File: config.mk
export PLATFORM = sky130hd
export DESIGN_NAME = xor_checksum_packet_framer
export DESIGN_NICKNAME = d
export VERILOG_FILES = /design/src/xcpf_pkg.sv /design/src/xor_checksum_packet_framer.sv /design/src/xcpf_front.sv /design/src/xcpf_queue.sv /design/src/xcpf_back.sv
export SDC_FILE = /design/constraint.sdc
export NUM_CORES = 1
export LEC_CHECK = 0
export BUFFER_PORTS_ARGS = -buffer_cell sky130_fd_sc_hd__buf_4
export CAP_MARGIN = 20
export CORE_MARGIN = 4
export CORE_UTILIZATION = 30
export CTS_CLUSTER_DIAMETER = 150
export DETAILED_ROUTE_END_ITERATION = 6
export RECOVER_POWER = 50
export SKIP_CTS_REPAIR_TIMING = 1
export SLEW_MARGIN = 0
export SYNTH_ARGS = -nofsm -noshare
export SYNTH_HDL_FRONTEND = slang
export SYNTH_SLANG_ARGS = --single-unit
File: constraint.sdc
create_clock -name clk -period 3.6 [get_ports clk]
set_clock_uncertainty 0.2 [all_clocks]
set_input_delay 0.72 -clock clk [delete_from_list [all_inputs] [get_ports clk]]
set_output_delay 0.72 -clock clk [all_outputs]
set_load 0.1 [all_outputs]
File: src/xcpf_pkg.sv
// shared types and constants of the xor checksum packet framer
`default_nettype none

package xcpf_pkg;

  localparam logic [7:0] START_MARK = 8'h02;
  localparam logic [7:0] END_MARK   = 8'h03;
  localparam logic [7:0] ID_RESET   = 8'd3;
  localparam logic [7:0] ID_FIRST   = 8'd4;
  localparam logic [7:0] ID_LAST    = 8'd255;

  localparam int QUEUE_DEPTH = 4;
  localparam int QA_W        = $clog2(QUEUE_DEPTH);
  localparam int STEP_W      = 3;

  typedef enum logic [2:0] {
    CMD_REJECT,
    CMD_HEAD,
    CMD_BYTE,
    CMD_BYTE_TRAIL,
    CMD_TRAIL
  } cmd_kind_t;

  typedef struct packed {
    cmd_kind_t  kind;
    logic [7:0] data;
    logic [7:0] len;
    logic [7:0] id;
    logic [7:0] x_all;
    logic [7:0] x_even;
    logic [7:0] x_third;
  } cmd_t;

endpackage

`default_nettype wire

File: src/xor_checksum_packet_framer.sv
// top level of the xor checksum packet framer
// usage:
//   input side is a queue: drive payload_byte and payload_length with push high;
//   the request is taken on a clock edge where push is high and full is low.
//   payload_length is only looked at on the first byte of a frame.
//   output side is a queue: while empty is low the oldest result sits on
//   frame_byte, frame_done, length_rejected and run_last; pop high takes it.
//   each request yields 1 to 7 results, run_last marks the last of them.
//   a request's first result goes through the command queue and the output
//   register. one result is emitted per cycle unless the output register is
//   full and pop is low. a middle byte yields one result, a frame start six,
//   a last byte seven, a reject one, the flush after a one-byte frame six.
//   a four-entry command queue lets the front keep taking requests while the
//   back end works through a header or trailer burst; full rises when it fills.
//   when pop is held low the output register holds, the queue fills, then
//   full holds off further requests; nothing is dropped.
//   rst (synchronous) clears frame state, the queue and the output valid flag;
//   the next packet id after reset is 4.
`default_nettype none

module xor_checksum_packet_framer import xcpf_pkg::*; #(
  parameter int PACKET_BYTES = 64
) (
  input  wire logic       clk,
  input  wire logic       rst,
  input  wire logic       push,
  output logic            full,
  input  wire logic [7:0] payload_byte,
  input  wire logic [7:0] payload_length,
  input  wire logic       pop,
  output logic            empty,
  output logic [7:0]      frame_byte,
  output logic            frame_done,
  output logic            length_rejected,
  output logic            run_last
);

  cmd_t wr_cmd, rd_cmd;
  logic q_wr, q_rd, q_empty;

  xcpf_front #(
    .PACKET_BYTES(PACKET_BYTES)
  ) u_front (
    .clk            (clk),
    .rst            (rst),
    .push           (push),
    .payload_byte   (payload_byte),
    .payload_length (payload_length),
    .q_full         (full),
    .q_wr           (q_wr),
    .q_cmd          (wr_cmd)
  );

  xcpf_queue u_queue (
    .clk    (clk),
    .rst    (rst),
    .wr     (q_wr),
    .wr_cmd (wr_cmd),
    .full   (full),
    .rd     (q_rd),
    .rd_cmd (rd_cmd),
    .empty  (q_empty)
  );

  xcpf_back u_back (
    .clk             (clk),
    .rst             (rst),
    .q_cmd           (rd_cmd),
    .q_empty         (q_empty),
    .q_rd            (q_rd),
    .pop             (pop),
    .empty           (empty),
    .frame_byte      (frame_byte),
    .frame_done      (frame_done),
    .length_rejected (length_rejected),
    .run_last        (run_last)
  );

endmodule

`default_nettype wire

File: src/xcpf_front.sv
// front end: accepts payload bytes, tracks frame state and builds commands
`default_nettype none

module xcpf_front import xcpf_pkg::*; #(
  parameter int PACKET_BYTES = 64
) (
  input  wire logic       clk,
  input  wire logic       rst,
  input  wire logic       push,
  input  wire logic [7:0] payload_byte,
  input  wire logic [7:0] payload_length,
  input  wire logic       q_full,
  output logic            q_wr,
  output cmd_t            q_cmd
);

  localparam int BL_W = $clog2(PACKET_BYTES - 10);
  localparam logic [7:0] MAX_PAYLOAD = 8'(PACKET_BYTES - 11);

  logic            inside_frame, inside_frame_next;
  logic            trailer_owed, trailer_owed_next;
  logic [BL_W-1:0] bytes_left, bytes_left_next;
  logic            index_parity, index_parity_next;
  logic [1:0]      index_mod_three, index_mod_three_next;
  logic [7:0]      xor_every_byte, xor_every_byte_next;
  logic [7:0]      xor_even_bytes, xor_even_bytes_next;
  logic [7:0]      xor_third_bytes, xor_third_bytes_next;
  logic [7:0]      last_issued_id, last_issued_id_next;

  logic [7:0]      new_id;
  logic [7:0]      len_m1;
  logic [BL_W-1:0] bl_dec;
  logic [7:0]      nx_all, nx_even, nx_third;

  assign q_wr = push && !q_full;

  always_comb begin
    new_id = (last_issued_id >= ID_LAST || last_issued_id < ID_RESET) ? ID_FIRST
             : last_issued_id + 8'd1;
    len_m1   = payload_length - 8'd1;
    bl_dec   = bytes_left - BL_W'(1);
    nx_all   = xor_every_byte ^ payload_byte;
    nx_even  = index_parity ? xor_even_bytes : (xor_even_bytes ^ payload_byte);
    nx_third = (index_mod_three == 2'd0) ? (xor_third_bytes ^ payload_byte)
               : xor_third_bytes;

    inside_frame_next    = inside_frame;
    trailer_owed_next    = trailer_owed;
    bytes_left_next      = bytes_left;
    index_parity_next    = index_parity;
    index_mod_three_next = index_mod_three;
    xor_every_byte_next  = xor_every_byte;
    xor_even_bytes_next  = xor_even_bytes;
    xor_third_bytes_next = xor_third_bytes;
    last_issued_id_next  = last_issued_id;

    q_cmd.kind    = CMD_BYTE;
    q_cmd.data    = payload_byte;
    q_cmd.len     = payload_length;
    q_cmd.id      = new_id;
    q_cmd.x_all   = nx_all;
    q_cmd.x_even  = nx_even;
    q_cmd.x_third = nx_third;

    if (trailer_owed) begin
      // flush slot of a one-byte frame, input ignored
      q_cmd.kind           = CMD_TRAIL;
      q_cmd.x_all          = xor_every_byte;
      q_cmd.x_even         = xor_even_bytes;
      q_cmd.x_third        = xor_third_bytes;
      trailer_owed_next    = 1'b0;
      xor_every_byte_next  = '0;
      xor_even_bytes_next  = '0;
      xor_third_bytes_next = '0;
      index_parity_next    = 1'b0;
      index_mod_three_next = '0;
    end else if (!inside_frame) begin
      if (payload_length == 8'd0 || payload_length > MAX_PAYLOAD) begin
        q_cmd.kind = CMD_REJECT;
      end else begin
        q_cmd.kind           = CMD_HEAD;
        last_issued_id_next  = new_id;
        xor_every_byte_next  = payload_byte;
        xor_even_bytes_next  = payload_byte;
        xor_third_bytes_next = payload_byte;
        index_parity_next    = 1'b1;
        index_mod_three_next = 2'd1;
        bytes_left_next      = len_m1[BL_W-1:0];
        if (payload_length == 8'd1) begin
          trailer_owed_next = 1'b1;
        end else begin
          inside_frame_next = 1'b1;
        end
      end
    end else begin
      bytes_left_next = bl_dec;
      if (bl_dec == '0) begin
        q_cmd.kind           = CMD_BYTE_TRAIL;
        inside_frame_next    = 1'b0;
        xor_every_byte_next  = '0;
        xor_even_bytes_next  = '0;
        xor_third_bytes_next = '0;
        index_parity_next    = 1'b0;
        index_mod_three_next = '0;
      end else begin
        q_cmd.kind           = CMD_BYTE;
        xor_every_byte_next  = nx_all;
        xor_even_bytes_next  = nx_even;
        xor_third_bytes_next = nx_third;
        index_parity_next    = !index_parity;
        index_mod_three_next = (index_mod_three >= 2'd2) ? 2'd0 : index_mod_three + 2'd1;
      end
    end
  end

  always_ff @(posedge clk) begin
    if (rst) begin
      inside_frame    <= 1'b0;
      trailer_owed    <= 1'b0;
      bytes_left      <= '0;
      index_parity    <= 1'b0;
      index_mod_three <= '0;
      xor_every_byte  <= '0;
      xor_even_bytes  <= '0;
      xor_third_bytes <= '0;
      last_issued_id  <= ID_RESET;
    end else if (q_wr) begin
      inside_frame    <= inside_frame_next;
      trailer_owed    <= trailer_owed_next;
      bytes_left      <= bytes_left_next;
      index_parity    <= index_parity_next;
      index_mod_three <= index_mod_three_next;
      xor_every_byte  <= xor_every_byte_next;
      xor_even_bytes  <= xor_even_bytes_next;
      xor_third_bytes <= xor_third_bytes_next;
      last_issued_id  <= last_issued_id_next;
    end
  end

  a_owed_outside: assert property (@(posedge clk) disable iff (rst)
    !(inside_frame && trailer_owed))
    else $error("trailer owed while inside a frame");

  a_idle_count: assert property (@(posedge clk) disable iff (rst)
    !inside_frame |-> bytes_left == '0)
    else $error("bytes left outside a frame");

  a_id_range: assert property (@(posedge clk) disable iff (rst)
    q_wr && q_cmd.kind == CMD_HEAD |=> last_issued_id >= ID_FIRST)
    else $error("issued id below first id");

endmodule

`default_nettype wire

File: src/xcpf_queue.sv
// short command queue between front and back end
`default_nettype none

module xcpf_queue import xcpf_pkg::*; (
  input  wire logic clk,
  input  wire logic rst,
  input  wire logic wr,
  input  wire cmd_t wr_cmd,
  output logic      full,
  input  wire logic rd,
  output cmd_t      rd_cmd,
  output logic      empty
);

  cmd_t            slots [QUEUE_DEPTH];
  logic [QA_W-1:0] wr_ptr, rd_ptr;
  logic [QA_W:0]   count, count_next;

  assign full   = (count == (QA_W+1)'(QUEUE_DEPTH));
  assign empty  = (count == '0);
  assign rd_cmd = slots[rd_ptr];

  always_comb begin
    count_next = count;
    if (wr && !rd) begin
      count_next = count + (QA_W+1)'(1);
    end else if (rd && !wr) begin
      count_next = count - (QA_W+1)'(1);
    end
  end

  always_ff @(posedge clk) begin
    if (rst) begin
      wr_ptr <= '0;
      rd_ptr <= '0;
      count  <= '0;
    end else begin
      if (wr) begin
        wr_ptr <= wr_ptr + QA_W'(1);
      end
      if (rd) begin
        rd_ptr <= rd_ptr + QA_W'(1);
      end
      count <= count_next;
    end
  end

  always_ff @(posedge clk) begin
    if (wr) begin
      slots[wr_ptr] <= wr_cmd;
    end
  end

  a_no_overflow: assert property (@(posedge clk) disable iff (rst)
    count <= (QA_W+1)'(QUEUE_DEPTH))
    else $error("queue count above depth");

  a_no_underflow: assert property (@(posedge clk) disable iff (rst)
    rd |-> !empty)
    else $error("queue read while empty");

  a_no_write_full: assert property (@(posedge clk) disable iff (rst)
    wr |-> !full)
    else $error("queue write while full");

endmodule

`default_nettype wire

File: src/xcpf_back.sv
// back end: expands commands into framed bytes through an output register
`default_nettype none

module xcpf_back import xcpf_pkg::*; (
  input  wire logic  clk,
  input  wire logic  rst,
  input  wire cmd_t  q_cmd,
  input  wire logic  q_empty,
  output logic       q_rd,
  input  wire logic  pop,
  output logic       empty,
  output logic [7:0] frame_byte,
  output logic       frame_done,
  output logic       length_rejected,
  output logic       run_last
);

  logic [STEP_W-1:0] step, step_next;
  logic              out_valid;
  logic              load;
  logic [7:0]        r_byte;
  logic              r_done, r_rej, r_last;

  function automatic logic [7:0] trailer_byte(input cmd_t c, input logic [STEP_W-1:0] pos);
    logic [7:0] b;
    case (pos)
      STEP_W'(0): b = c.x_all;
      STEP_W'(1): b = c.x_even;
      STEP_W'(2): b = c.x_third;
      default:    b = END_MARK;
    endcase
    return b;
  endfunction

  always_comb begin
    r_byte = q_cmd.data;
    r_done = 1'b0;
    r_rej  = 1'b0;
    r_last = 1'b0;
    unique case (q_cmd.kind)
      CMD_REJECT: begin
        r_byte = 8'd0;
        r_rej  = 1'b1;
        r_last = 1'b1;
      end
      CMD_HEAD: begin
        if (step < STEP_W'(3)) begin
          r_byte = START_MARK;
        end else if (step == STEP_W'(3)) begin
          r_byte = q_cmd.len;
        end else if (step == STEP_W'(4)) begin
          r_byte = q_cmd.id;
        end else begin
          r_byte = q_cmd.data;
          r_last = 1'b1;
        end
      end
      CMD_BYTE: begin
        r_last = 1'b1;
      end
      CMD_BYTE_TRAIL: begin
        if (step != '0) begin
          r_byte = trailer_byte(q_cmd, step - STEP_W'(1));
          r_done = (step == STEP_W'(6));
          r_last = r_done;
        end
      end
      CMD_TRAIL: begin
        r_byte = trailer_byte(q_cmd, step);
        r_done = (step == STEP_W'(5));
        r_last = r_done;
      end
      default: begin
        r_last = 1'b1;
      end
    endcase

    load      = !q_empty && (!out_valid || pop);
    q_rd      = load && r_last;
    step_next = step;
    if (load) begin
      step_next = r_last ? '0 : step + STEP_W'(1);
    end
  end

  assign empty = !out_valid;

  always_ff @(posedge clk) begin
    if (rst) begin
      step      <= '0;
      out_valid <= 1'b0;
    end else begin
      step <= step_next;
      if (load) begin
        out_valid <= 1'b1;
      end else if (pop) begin
        out_valid <= 1'b0;
      end
    end
  end

  always_ff @(posedge clk) begin
    if (load) begin
      frame_byte      <= r_byte;
      frame_done      <= r_done;
      length_rejected <= r_rej;
      run_last        <= r_last;
    end
  end

  a_done_last: assert property (@(posedge clk) disable iff (rst)
    out_valid && frame_done |-> run_last && frame_byte == END_MARK)
    else $error("frame done off the last end mark");

  a_reject_last: assert property (@(posedge clk) disable iff (rst)
    out_valid && length_rejected |-> run_last && frame_byte == 8'd0)
    else $error("bad reject result");

  a_step_range: assert property (@(posedge clk) disable iff (rst)
    step <= STEP_W'(6))
    else $error("step out of range");

endmodule

`default_nettype wire

==> results by stage, run 1 <==
Critical path:
- The start of the worst register-to-register path is u_back.step[1].
- The largest driver fanout on the critical path is 14.
- The depth of the most critical reg-to-reg path is 12.
- The delay of the slowest cell on the worst path is 0.51 ns.
- Among all stages on the critical path, the largest delay is contributed by ha_1.
- The critical register-to-register path endpoint is u_queue.count[2].
- Data on the critical path is required at its endpoint by 3.84 ns.
- In this design, the largest share of critical-path delay is due to adder cells.
- The critical path in this run is classified as reg -> reg.
- STA classifies the critical path endpoint as a flop.
- For the worst setup path, the data arrival time is 3.41 ns.
- The count of buffering cells on the critical path with inverters included is 2.
- STA classifies the critical path startpoint as a flop.
- Traced cell by cell, the critical path runs through inv_1 > ha_1 > nand2_1 > and4bb_4 > a311oi_4 > nand2_4 > ha_1 > inv_1 > fa_1 > xor2_1 > or3_1 > a21oi_1.
- The worst-case register-to-register setup slack is 0.44 ns.

Die:
- The total number of placement rows is 74.
- The die covers 44400 µm².
- The number of placed I/O pins is 33.
- The chip width is 211 µm.
- The starting utilization of the core area is 30.3%.
- The core region is 40700 µm².
- From bottom edge to top edge, the die measures 211 µm.

Timing:
- The total negative slack is 0 ns.
- For this run, the top clock speed supported by timing is 0.316 GHz.
- The hold violation count in the final report is 0.
- Headroom to the max-slew limit came out at -7.85%.
- The total count of max-transition violations in the final report is 84.
- Setup repair after global routing left no endpoint under its margin.
- The final worst slack is 0.436 ns.
- The period utilization is 87.9%.
- The final period demand of the worst path is 3.16 ns.
- The slew of the pin with the lowest slew margin is 1.62 ns.
- Setup violations remaining at the end of the flow were counted as 0.

Power and ir drop:
- The design draws 9880 µW.
- The ratio of total power to cell area is 705 nW/µm².
- In this run the static leakage power is 0.00460 µW.
- Across the VDD grid, the largest voltage drop is 0.336 mV.

Logic synthesis:
- The synthesized design spends more area on one cell type than any other, namely edfxtp_1.
- For this run, the leading register cell type out of synthesis is edfxtp_1.
- Counting flops and latches in the post-synthesis netlist gives 271.
- The cell count after synthesis is 893.
- The synthesized design devotes to its leading area cell type 52.4% of total area.
- The total of warnings raised by yosys is 0.
- The number of nets handed over by synthesis was 932.
- After synthesis, the cell types taking the most area are edfxtp_1 52%, mux4_2 9.5%, dfxtp_1 9.1%, xnor2_1 2.6%, nand2_1 2.2%.
- The number of flops mapped to enable cells by yosys is 215.
- After synthesis, the mean cell area works out to 13.8 µm².
- The share of flip-flops with an asynchronous set or reset is 0%.
- The count of unique library cells instantiated by Yosys is 72.
- The mapped netlist covers 12300 µm².
- Sequential elements use 61.5% of the synthesized area.

Hold path:
- The startpoint identified for the worst hold timing path is rst.
- The worst hold path was traced through 2 stages.
- In this run the worst hold path is classified as in -> reg.
- The path with the worst hold slack has its endpoint at u_queue.wr_ptr[1].

Clock tree:
- The total clock sinks is 271.
- TritonCTS built the clock tree.
- The number of clock buffers added by TritonCTS is 28.
- The cell chosen for the clock root is clkbuf_16.
- After clock tree synthesis, the clock-pin slew on the worst setup and hold paths is 0.06 ns.
- The H-tree depth is 1.
- The clock passes through at most 3 buffers.
- For the worst-skew pair, the clock arrives at the later sink with an insertion delay of 0.54 ns.

Drt:
- In this run, the number of DRC markers left after iteration 0 of detailed routing was 545.
- Summing over every cut layer, the via total after detailed routing is 7642.
- The total iterations of the first detailed-routing run is 5.
- The final routed wirelength across all metal layers is 27600 µm.
- The detail-routed net length per standard cell is 18.7 µm.
- Once detail routing completed, the nets flagged for antenna violations numbered 0.
- The per-cell via count in the routed design is 5.16.
- The post-route DRC violation count is 0.

Place:
- In this run the tool buffered the top-level ports with 32 buffer cells.
- The total placed instance area is 13200 µm².
- The worst setup slack before clock tree synthesis is 0.375 ns.
- Including well taps, the total number of placed cells is 1431.
- Summed over all nets, the half-perimeter wirelength after detailed placement is 18500 µm.
- At the end of routability-driven placement, the weighted congestion stood at 0.870.

Cells and area:
- The top cell types in the final layout, fill and taps aside, are 215 x edfxtp_1, 71 x nand2_1, 54 x dfxtp_1, 52 x mux4_2, 45 x a21oi_1.
- Leaving out filler cells and counting taps, the final layout contains 1480.
- The relative area change from synthesis to final layout is 13.8%.
- The count of antenna diodes in the layout is 0.
- The fraction of layout instances using a drive strength above 1 is 15.3%.
- The library cell used most frequently in the layout, excluding fill and tap cells, is edfxtp_1.
- With fillers left out, the area of the finished cells amounts to 14000 µm².
- The layout net count is 968.

Run status:
- The checks that failed: max-capacitance violations, max-slew violations.
- The run finished, with violations left.

Flow run:
- Max-cap violations in this run came to 3.

Global routing:
- The residual overflow from global routing is 0.
- The initial antenna violation count is 1.
- The number of global-route vias before repair is 7467.
- The global routing usage summed across all routing layers is 12.1%.
- The global-route wire length before repair is 43100 µm.
- The pin count of the biggest net entering global routing is 52.
[final cells by class]
class / count / area, µm²
inverter: 31 / 116
clock buffer: 33 / 741
clock inverter: 16 / 154
timing repair buffer: 52 / 327
tap: 532 / 666
fill: 3895 / 26700
multi-input combinational: 545 / 4440
sequential: 271 / 7580
[kinds of logic (layout without fill, tap and decap cells)]
group	count (synthesis)	in the layout	share of synthesized area (%)
AO/OA/AOI/OAI	180	180	10.6
XOR/XNOR	41	41	2.91
adder cells (fa/ha/maj)	19	19	1.99
buffers and inverters	77	132	2.63
flip-flops	271	271	61.5
multiplexers	68	68	10.9
AND/OR/NAND/NOR	237	237	9.56
[stage by stage]
stage          utilization (%)  hold WS [ns]
2_1_floorplan                -         0.246
6_report                  34.4         0.260
5_1_grt                   34.4         0.261
3_5_place_dp              32.5         0.272
3_3_place_gp              32.5         0.260
4_1_cts                   34.7         0.187
[metal layers]
metal  vias up  wire length [µm]  track usage (%)  part of all wire, %
met4         2               648             3.51                  2.3
met5         -                13                0                0.047
met2       203             13200             19.9                   48
met1      3842             12400             16.7                   45
li1       3568                 -                -                    -
met3        27              1380             2.01                  5.0
[synthesized netlist by cell type, types with 9 or more instances]
cell type / n
mux4_2: 52
o211ai_1: 9
o31ai_1: 11
dfxtp_1: 56
o2bb2ai_1: 18
o311ai_0: 9
nor2_1: 40
ha_1: 18
a21oi_1: 45
clkbuf_1: 23
o21ai_0: 22
nand2_1: 71
buf_2: 16
a22oi_1: 9
nand3_1: 44
and3_1: 9
nor3_1: 18
xnor2_1: 37
inv_1: 31
edfxtp_1: 215
a22o_1: 11
mux2i_1: 12
nor2b_1: 16
[state kept, by name, summed over array words and instances, names as in the netlist, named ones only]
name	cells
u_back.frame_byte	8
u_queue.count	3
u_back.out_valid	1
u_queue.wr_ptr	2
u_front.xor_third_bytes	8
u_front.last_issued_id	8
u_front.index_parity	1
u_front.xor_every_byte	8
u_back.step	3
u_queue.slots	204
u_back.frame_done	1
u_front.index_mod_three	2
u_back.length_rejected	1
u_back.run_last	1
u_front.inside_frame	1
u_front.trailer_owed	1
u_queue.rd_ptr	2
u_front.bytes_left	6
u_front.xor_even_bytes	8
[power breakdown]
part / switching (µW) / internal, µW
Clock: 1120 / 1670
Combinational: 1930 / 1100
Sequential: 177 / 3880
Total: 3230 / 6650
[how the worst max path moves through the flow]
| stage | startpoint | end | cells past startpoint |
|---|---|---|---|
| final | u_back.step[1] | u_queue.count[2] | 12 |
| after global routing | u_back.step[0] | u_queue.count[2] | 12 |
| after CTS | flop | u_queue.count[2] | 10 |
| after detailed placement | payload_length[0] | u_front.xor_every_byte[7] | 8 |
| after global placement | payload_length[0] | u_front.xor_every_byte[3] | 8 |
| after floorplan | flop | u_queue.count[2] | 12 |
(Power assumes the default switching activity.)
==> inputs of run 2 (changes only) <==
Clock period 3.6 ns to 2.95 ns, I/O delays scaled along.
==> results by stage, run 2 (synthesis results as in run 1) <==
Clock tree:
- TritonCTS built the clock tree.
- The total clock sinks was 271 (unchanged).
- The clock-pin slew on the worst setup and hold paths is 0.06 ns (about the same).
- The worst-skew pair later-pin latency is 0.54 ns (about the same).
- The H-tree depth is 1 (unchanged).
- The maximum clock path buffer count is 3 (unchanged).
- The number of CTS-inserted buffers came to 28 (unchanged).
- Clock tree synthesis selected as its root buffer the cell clkbuf_16.

Timing:
- The period utilization is 95.9% (+8.1 points).
- The final worst slack is 0.120 ns (-0.317 ns).
- The tightest slew margin relative to the limit was 3.79% (+12 points).
- The final period demand of the worst path is 2.83 ns (-0.333 ns).
- The slew of the pin with the lowest slew margin is 1.44 ns (-0.175 ns).
- The total count of max-transition violations in the final report is 0 (-100%).
- The maximum clock rate is 0.353 GHz (+12%).
- The count of final setup violators is 0 (unchanged).
- The hold violation count in the final report came to 0 (unchanged).
- Setup repair after global routing could not meet its margin everywhere.

Place:
- The count of input and output buffers is 32 (unchanged).
- The weighted congestion reported at the end of routability-driven placement is 0.836 (-3.9%).
- The HPWL after detailed placement is 19000 µm (+2.9%).
- The total placed instance area is 13500 µm² (+1.8%).
- The worst setup slack before clock tree synthesis was 0.0101 ns (-0.365 ns).

Critical path:
- The arrival time at the worst endpoint is 3.10 ns (-0.31 ns).
- The largest driver fanout on the critical path is 6 (-8).
- STA classifies the critical path endpoint as a flop.
- The launching element type of the critical path is a flop.
- The start-to-end type of the worst setup path is reg -> reg.
- The required time reported for the critical path endpoint is 3.22 ns (-0.62 ns).

Die:
- The total core area was 40700 µm² (unchanged).
- The number of placed I/O pins is 33 (unchanged).
- The chip width was 211 µm (unchanged).
- The starting utilization of the core area is 30.3% (unchanged).
- The floorplan die height was 211 µm (unchanged).
- The floorplan die area is 44400 µm² (unchanged).
- The total number of placement rows is 74 (unchanged).

Power and ir drop:
- The ratio of total power to cell area is 858 nW/µm² (+22%).
- The highest ir drop seen on vdd is 0.425 mV (+26%).
- The leakage power figure was 0.00472 µW (+2.6%).
- The overall power is 12300 µW (+24%).

Cells and area:
- The relative area change from synthesis to final layout is 16.1%.
- The count of antenna diodes in the layout is 0 (unchanged).
- The flip-flop count of the largest register after layout is 204 (unchanged).
- The fraction of layout instances using a drive strength above 1 is 16.8% (+1.5 points).
- The register bank with the most flops is u_queue.slots.
- In the layout the commonest cells are 215 x edfxtp_1, 71 x nand2_1, 53 x dfxtp_1, 52 x mux4_2.
- The commonest non-fill, non-tap cell in the layout is edfxtp_1.
- The total of fill cells in the finished design is 3896 (+0.026%).
- The area of all placed cells without fillers is 14300 µm² (+2.0%).
- The layout net count was 997 (+3.0%).

Drt:
- The number of design-rule violations left by the first detailed-router iteration is 585 (+7.3%).
- The number of vias after detailed routing is 7735 (+1.2%).
- The per-cell via count in the routed design came to 5.12 (-0.86%).
- The total iterations of the first detailed-routing run is 7 (+2).
- The count of nets left with antenna violations after detail routing came to 0 (unchanged).
- The final routed wirelength across all metal layers is 28000 µm (+1.3%).
- The detail-routed net length per standard cell is 18.5 µm (-0.81%).
- The post-route DRC violation count came to 0 (unchanged).

Global routing:
- The busiest layer in global routing is met2.
- The global routing met3 resource utilization is 1.84% (-0.16 points).
- The number of global-route vias before repair came to 7617 (+2.0%).
- The met1 routing resource usage after global routing was 17.3% (+0.60 points).
- The global routing usage on met2 is 20.3% (+0.42 points).
- The global-route wire length before repair is 44100 µm (+2.3%).
- The pin count of the biggest net entering global routing came to 37 (-29%).
- The global routing usage summed across all routing layers is 12.4% (+0.31 points).
- The initial antenna violation count was 0 (-1).
- The residual overflow from global routing is 0 (unchanged).

Run status:
- The flow ran to the end, and the final reports show no timing, DRC or antenna violations.

Flow run:
- The max capacitance violation total is 0 (-3).

Hold path:
- The path class of the tightest hold or removal check is in -> reg.
## run 2: cell types whose count changed in the layout (fill, tap and decap cells not counted), moves of 3 or more
cell / delta
buf_12: +4
clkinv_2: -4
clkbuf_8: +4
clkbuf_1: +14
buf_4: +10
buf_6: +3
## run 2: worst paths after layout
| check | startpoint | endpoint | slack, ns | cells past startpoint |
|---|---|---|---|---|
| min | pop | u_back.out_valid | 0.14 | 4 |
| max reg2reg | flop | u_queue.count[2] | 0.12 | 10 |
| min reg2reg | u_back.out_valid | u_back.out_valid | 0.27 | 2 |
| max | flop | u_queue.count[2] | 0.12 | 10 |
## run 2: routing by layer
layer  up-vias  routed length (µm)
li1       3624                   -
met1      3882               12800
met2       188               13200
met3        41                1360
met4         0                 642
met5         -                   0
## run 2: where the power goes
group	total, µW	internal, µW	switching [µW]
Combinational	3890	1470	2430
Sequential	4920	4730	192
Clock	3470	2060	1410
## run 2: area by class of cell
cell class              count  area [µm²]  area share, %
flip-flops and latches    271        7580           53.0
clock inverters            13         118          0.822
multi-input cells         545        4460           31.2
repair buffers             81         562           3.93
clock buffers              38         800           5.59
well taps                 532         666           4.65
inverters                  31         116          0.813
## run 2: per-stage QoR
stage | TNS (ns) | utilization [%] | std cells | hold slack (ns)
3_3_place_gp | 0 | 33.1 | 1456 | 0.265
2_1_floorplan | 0 | - | 893 | 0.246
3_5_place_dp | 0 | 33.1 | 1456 | 0.271
5_1_grt | -0.0998 | 35.1 | 1511 | 0.158
6_report | 0 | 35.1 | 1511 | 0.141
4_1_cts | 0 | 35.3 | 1507 | 0.0563
## run 2: worst max-delay path, stage by stage, from the launching register on
cell	delay, ns
dfxtp_4	0.40
mux4_2	0.57
and4b_4	0.36
a311oi_4	0.05
nand2_4	0.11
ha_4	0.13
inv_2	0.03
fa_2	0.34
xor2_2	0.15
or3_1	0.32
a21oi_2	0.11
